<file path="src/rtl/keyed_record_table_core_defines.svh">
// assertion helpers for the table core rtl
`ifndef KEYED_RECORD_TABLE_CORE_DEFINES_SVH
`define KEYED_RECORD_TABLE_CORE_DEFINES_SVH

// same-cycle implication, checked on every rising edge outside reset
`define KRT_ASSERT_NOW(lbl, ante, cons, msg) \
  lbl: assert property (@(posedge clk) disable iff (rst) (ante) |-> (cons)) else $error(msg);

// next-cycle implication
`define KRT_ASSERT_NEXT(lbl, ante, cons, msg) \
  lbl: assert property (@(posedge clk) disable iff (rst) (ante) |=> (cons)) else $error(msg);

`endif

</file>
<file path="src/rtl/krt_pkg.sv">
`timescale 1ns / 1ps
package krt_pkg;

  localparam int TABLE_DEPTH = 128;
  localparam int IDX_W       = (TABLE_DEPTH > 1) ? $clog2(TABLE_DEPTH) : 1;
  localparam int CNT_W       = $clog2(TABLE_DEPTH + 1);

  localparam int MODE_W   = 2;
  localparam int KEY_W    = 32;
  localparam int VAL_W    = 16;
  localparam int STATUS_W = 3;
  localparam int ENTRY_W  = 8;

  localparam logic [MODE_W-1:0] MODE_ADD    = 2'd0;
  localparam logic [MODE_W-1:0] MODE_SEARCH = 2'd1;
  localparam logic [MODE_W-1:0] MODE_DEL    = 2'd2;

  localparam logic [STATUS_W-1:0] ST_DONE    = 3'd0;
  localparam logic [STATUS_W-1:0] ST_FULL    = 3'd1;
  localparam logic [STATUS_W-1:0] ST_DUP     = 3'd2;
  localparam logic [STATUS_W-1:0] ST_MISSING = 3'd3;
  localparam logic [STATUS_W-1:0] ST_EMPTY   = 3'd4;

  // operation broadcast to every cell while an item runs down the row
  typedef struct packed {
    logic [MODE_W-1:0] mode;
    logic [KEY_W-1:0]  key;
    logic [VAL_W-1:0]  value;
    logic [CNT_W-1:0]  count;
  } ctl_t;

  // token handed from cell to cell, one hop per cycle
  typedef struct packed {
    logic             valid;
    logic             found;
    logic [VAL_W-1:0] value;
  } tok_t;

endpackage

</file>
<file path="src/rtl/krt_cell.sv">
`timescale 1ns / 1ps
module krt_cell (
  input  logic                        clk,
  input  logic                        rst,
  input  krt_pkg::ctl_t               ctl,
  input  logic [krt_pkg::IDX_W-1:0]   cell_index,
  input  krt_pkg::tok_t               tok_in,
  input  logic [krt_pkg::KEY_W-1:0]   nbr_key,
  input  logic [krt_pkg::VAL_W-1:0]   nbr_value,
  output krt_pkg::tok_t               tok_out,
  output logic [krt_pkg::KEY_W-1:0]   cell_key,
  output logic [krt_pkg::VAL_W-1:0]   cell_value
);
  import krt_pkg::*;

  logic [KEY_W-1:0] entry_key;
  logic [VAL_W-1:0] entry_value;
  logic             live;
  logic             hit;
  logic             shift;
  logic             write;

  assign live  = CNT_W'(cell_index) < ctl.count;
  assign hit   = tok_in.valid && live && !tok_in.found && (entry_key == ctl.key);
  // delete: the matching cell and every later one pull from the right neighbor,
  // which the token has not reached yet
  assign shift = tok_in.valid && (ctl.mode == MODE_DEL) && (tok_in.found || hit);
  // add lands in the first free slot once all live entries missed
  assign write = tok_in.valid && (ctl.mode == MODE_ADD) && !tok_in.found &&
                 (CNT_W'(cell_index) == ctl.count);

  always_ff @(posedge clk) begin
    if (shift) begin
      entry_key   <= nbr_key;
      entry_value <= nbr_value;
    end else if (write) begin
      entry_key   <= ctl.key;
      entry_value <= ctl.value;
    end
  end

  always_ff @(posedge clk) begin
    if (rst) begin
      tok_out.valid <= 1'b0;
    end else begin
      tok_out.valid <= tok_in.valid;
    end
    tok_out.found <= tok_in.found || hit;
    tok_out.value <= hit ? entry_value : tok_in.value;
  end

  assign cell_key   = entry_key;
  assign cell_value = entry_value;

endmodule

</file>
<file path="config.mk">
export PLATFORM = sky130hd
export DESIGN_NAME = krt_cell
export DESIGN_NICKNAME = d
export VERILOG_FILES = /design/src/rtl/keyed_record_table_core_defines.svh /design/src/rtl/krt_pkg.sv /design/src/rtl/krt_cell.sv
export SDC_FILE = /design/constraint.sdc
export NUM_CORES = 1
export LEC_CHECK = 0
export BUFFER_PORTS_ARGS = -buffer_cell sky130_fd_sc_hd__buf_4
export CAP_MARGIN = 20
export CORE_MARGIN = 4
export CORE_UTILIZATION = 40
export CTS_BUF_LIST = sky130_fd_sc_hd__clkbuf_4 sky130_fd_sc_hd__clkbuf_8
export DETAILED_ROUTE_END_ITERATION = 8
export GPL_ROUTABILITY_DRIVEN = 0
export HOLD_SLACK_MARGIN = 0.05
export PLACE_DENSITY = 0.78
export SYNTH_ARGS = -nofsm -noshare
export SYNTH_HDL_FRONTEND = slang
export SYNTH_SLANG_ARGS = --single-unit
</file>
<file path="constraint.sdc">
create_clock -name clk -period 4.6 [get_ports clk]
set_input_delay 0.92 -clock clk [delete_from_list [all_inputs] [get_ports clk]]
set_output_delay 0.92 -clock clk [all_outputs]
set_load 0.005 [all_outputs]
</file>
==> impl_metrics.yaml <==
synth:
  synthDominantCellAreaShare: 0.445
  synthArstFlopShare: 0
  synthSimpleGateAreaFrac: 0.0549
  synth-adder-area-share: 0.0271
  synth_top_family_by_area: "multiplexers"
  synth-compound-area-share: 0.0143
  synth_top_cell_by_area: "edfxtp_1"
  netlist_area_um2: 3240
  synthMuxAreaShare: 0.233
  ys_seq_area_frac: 0.557
  synth.top_cells.by_count: "mux2_2 (55), edfxtp_1 (48), xnor2_1 (31)"
  synth_edf_count: 48
  synth_warnings: 0
  synth_ff_type: "edfxtp_1"
  yosysUniqueCellTypes: 29
  syn_nets: 352
  synthXorXnorAreaFrac: 0.0866
  ys_ff_latch: 66
  synth_area_per_cell_um2: 15.3
  syn_inst: 212
  yosys.cell_count.top_type: "mux2_2"
  synth_area_leaders: "edfxtp_1 (45%), mux2_2 (19%), dfxtp_1 (11%)"
power_and_ir_drop:
  cellInternalPower_mw: 1.19
  powerDensity_nw_per_um2: 294
  p_comb_frac: 0.145
  p_sw_frac: 0.207
  vdd_drop_max_v: 0.000226
  switchingPower_uw: 311
  pwr-share-clk: 0.406
  power_leakage_nw: 2.22
  p_seq_frac: 0.449
timing:
  relSlewSlack: 0.558
  tightest_slew_ns: 0.661
  hold_ws_ns: 0.509
  period_share: 0.757
  skew_ns: 0.0111
  hold_violations: 0
  final-max-slew-violation-count: 0
  fmax_ghz: 0.287
  finalSetupTns_ns: 0
  setup_viol: 0
  rsz0062_at_grt: "no"
  fin_crit_ns: 3.48
die:
  fp.dieH_um: 97.9
  die_w_um: 97.9
  core_area_um2: 7810
  num_rows: 32
  io-pin-count: 199
  dieArea_um2: 9590
  start_util: 0.414
final_layout:
  multi_input_area_um2: 1370
  syn2layout_area_growth_pct: 57.7
  stdcell_count: 526
  drive_above_1_share: 0.677
  seqCellArea_um2: 1800
  fillers: 625
  final_nets: 559
  diodes: 0
route:
  vias: 2484
  postRouteAntennaNets: 0
  drc: 0
  firstDrtPassIters: 4
  wire_per_inst_um: 16.7
  highest_layer: "met4"
  drt-met1-wl_um: 3160
  drt_wl_total_um: 8770
  drtIter0Drc: 73
  routed-wl-met2_um: 4600
  routed_via_density: 4.72
  wl_met3_um: 801
placement:
  hpwl_um: 7090
  port_buffers: 198
  placedCellCount: 510
global_route:
  antenna_found_initial: 0
  grt_overflow: 0
  grt_pass1_vias: 2765
  track_usage: 0.183
  grt_max_degree: 32
  grt_pass1_wl_um: 13800
cts:
  postCtsSetupRepairBufs: 0
  clk_pin_slew_worst_paths_ns: 0.08
  h-tree-depth: 3
  cts_buffers: 9
  ctsHoldBuffers: 0
  cts_resized: 0
  cts_tree: "done"
  clkSinkCount: 66
  cts_buffer_depth: 2
  clkLatencyLatePin_ns: 0.34
  clk_root_buffer_cell: "clkbuf_8"
setup_path:
  end_kind: "flop"
  crit_path_max_fanout: 31
  cp-start-kind: "input pin"
  crit_required_ns: 4.68
  crit_type: "in -> reg"
  arrival_ns: 3.57
min_path:
  holdCritPathClass: "reg -> reg"
status:
  status: "finished clean"
job:
  drv_cap: 0
cell families after synthesis:
family,count (synthesis)
compound gates,6
fa+ha+maj,7
mux,64
flops,66
buf+inv,14
simple gates,23
xor+xnor,32
registers in the layout, indices dropped and copies added (netlist names):
register	flops
tok_out	18
cell_value	16
cell_key	32
critical path, cell delays in order:
cell and delay [ns]:
buf_4 0.08, inv_1 0.03, ha_1 0.32, and4b_1 0.21, or4_4 0.54, nor4_4 0.19
nand4b_4 0.15, a211oi_4 0.29, buf_4 0.44, mux2_2 0.38
metrics by stage:
stage	util	area [µm²]	worst slack (ns)	total power, mW
after floorplan	-	3240	0.497	0.767
after global placement	0.622	4850	0.767	0.901
after detailed placement	0.622	4850	0.742	0.908
after CTS	0.654	5100	1.12	1.52
after global routing	0.654	5100	1.02	1.57
final	0.654	5100	1.12	1.50
cell usage in the layout, fill, tap and decap left out, drive strengths merged, types with 2 or more instances in the layout:
cell type	count
a21oi	2
buf	202
bufinv	3
clkbuf	10
clkinv	2
dfxtp	18
edfxtp	48
ha	7
inv	9
mux2	64
nand2	3
nand4	8
nand4b	2
nor2b	3
or4	2
xnor2	31
path summary, 6_finish.rpt:
kind                       from       endpoint  slack (ns)  cells after the start
setup reg to reg    cell_key[3]  cell_value[2]        1.78                      7
setup / recovery         ctl[6]  cell_value[2]        1.12                     10
hold / removal    cell_value[3]     tok_out[3]        0.51                      1
hold reg to reg   cell_value[3]     tok_out[3]        0.51                      1
power by group through the flow:
| stage | logic [mW] | registers (mW) | clock network [mW] |
|---|---|---|---|
| after floorplan | 0.0779 | 0.689 | 0 |
| after CTS | 0.221 | 0.674 | 0.626 |
| final | 0.218 | 0.674 | 0.609 |
| after global routing | 0.237 | 0.676 | 0.656 |
| after detailed placement | 0.220 | 0.687 | 0 |
| after global placement | 0.215 | 0.686 | 0 |
layer usage:
| metal | vias up | GRT usage |
|---|---|---|
| met5 | - | 0 |
| met4 | 0 | 0.0692 |
| met3 | 13 | 0.0721 |
| met2 | 117 | 0.325 |
| met1 | 1148 | 0.196 |
| li1 | 1206 | - |
layout make-up:
cell class,count,share of cell area
clock inverter,6,0.0221
tap,102,0.0250
timing repair buffer,202,0.300
multi-input combinational,132,0.267
sequential,66,0.353
clock buffer,10,0.0270
inverter,8,0.00588
Note: power is estimated with default switching activity, not from simulation.
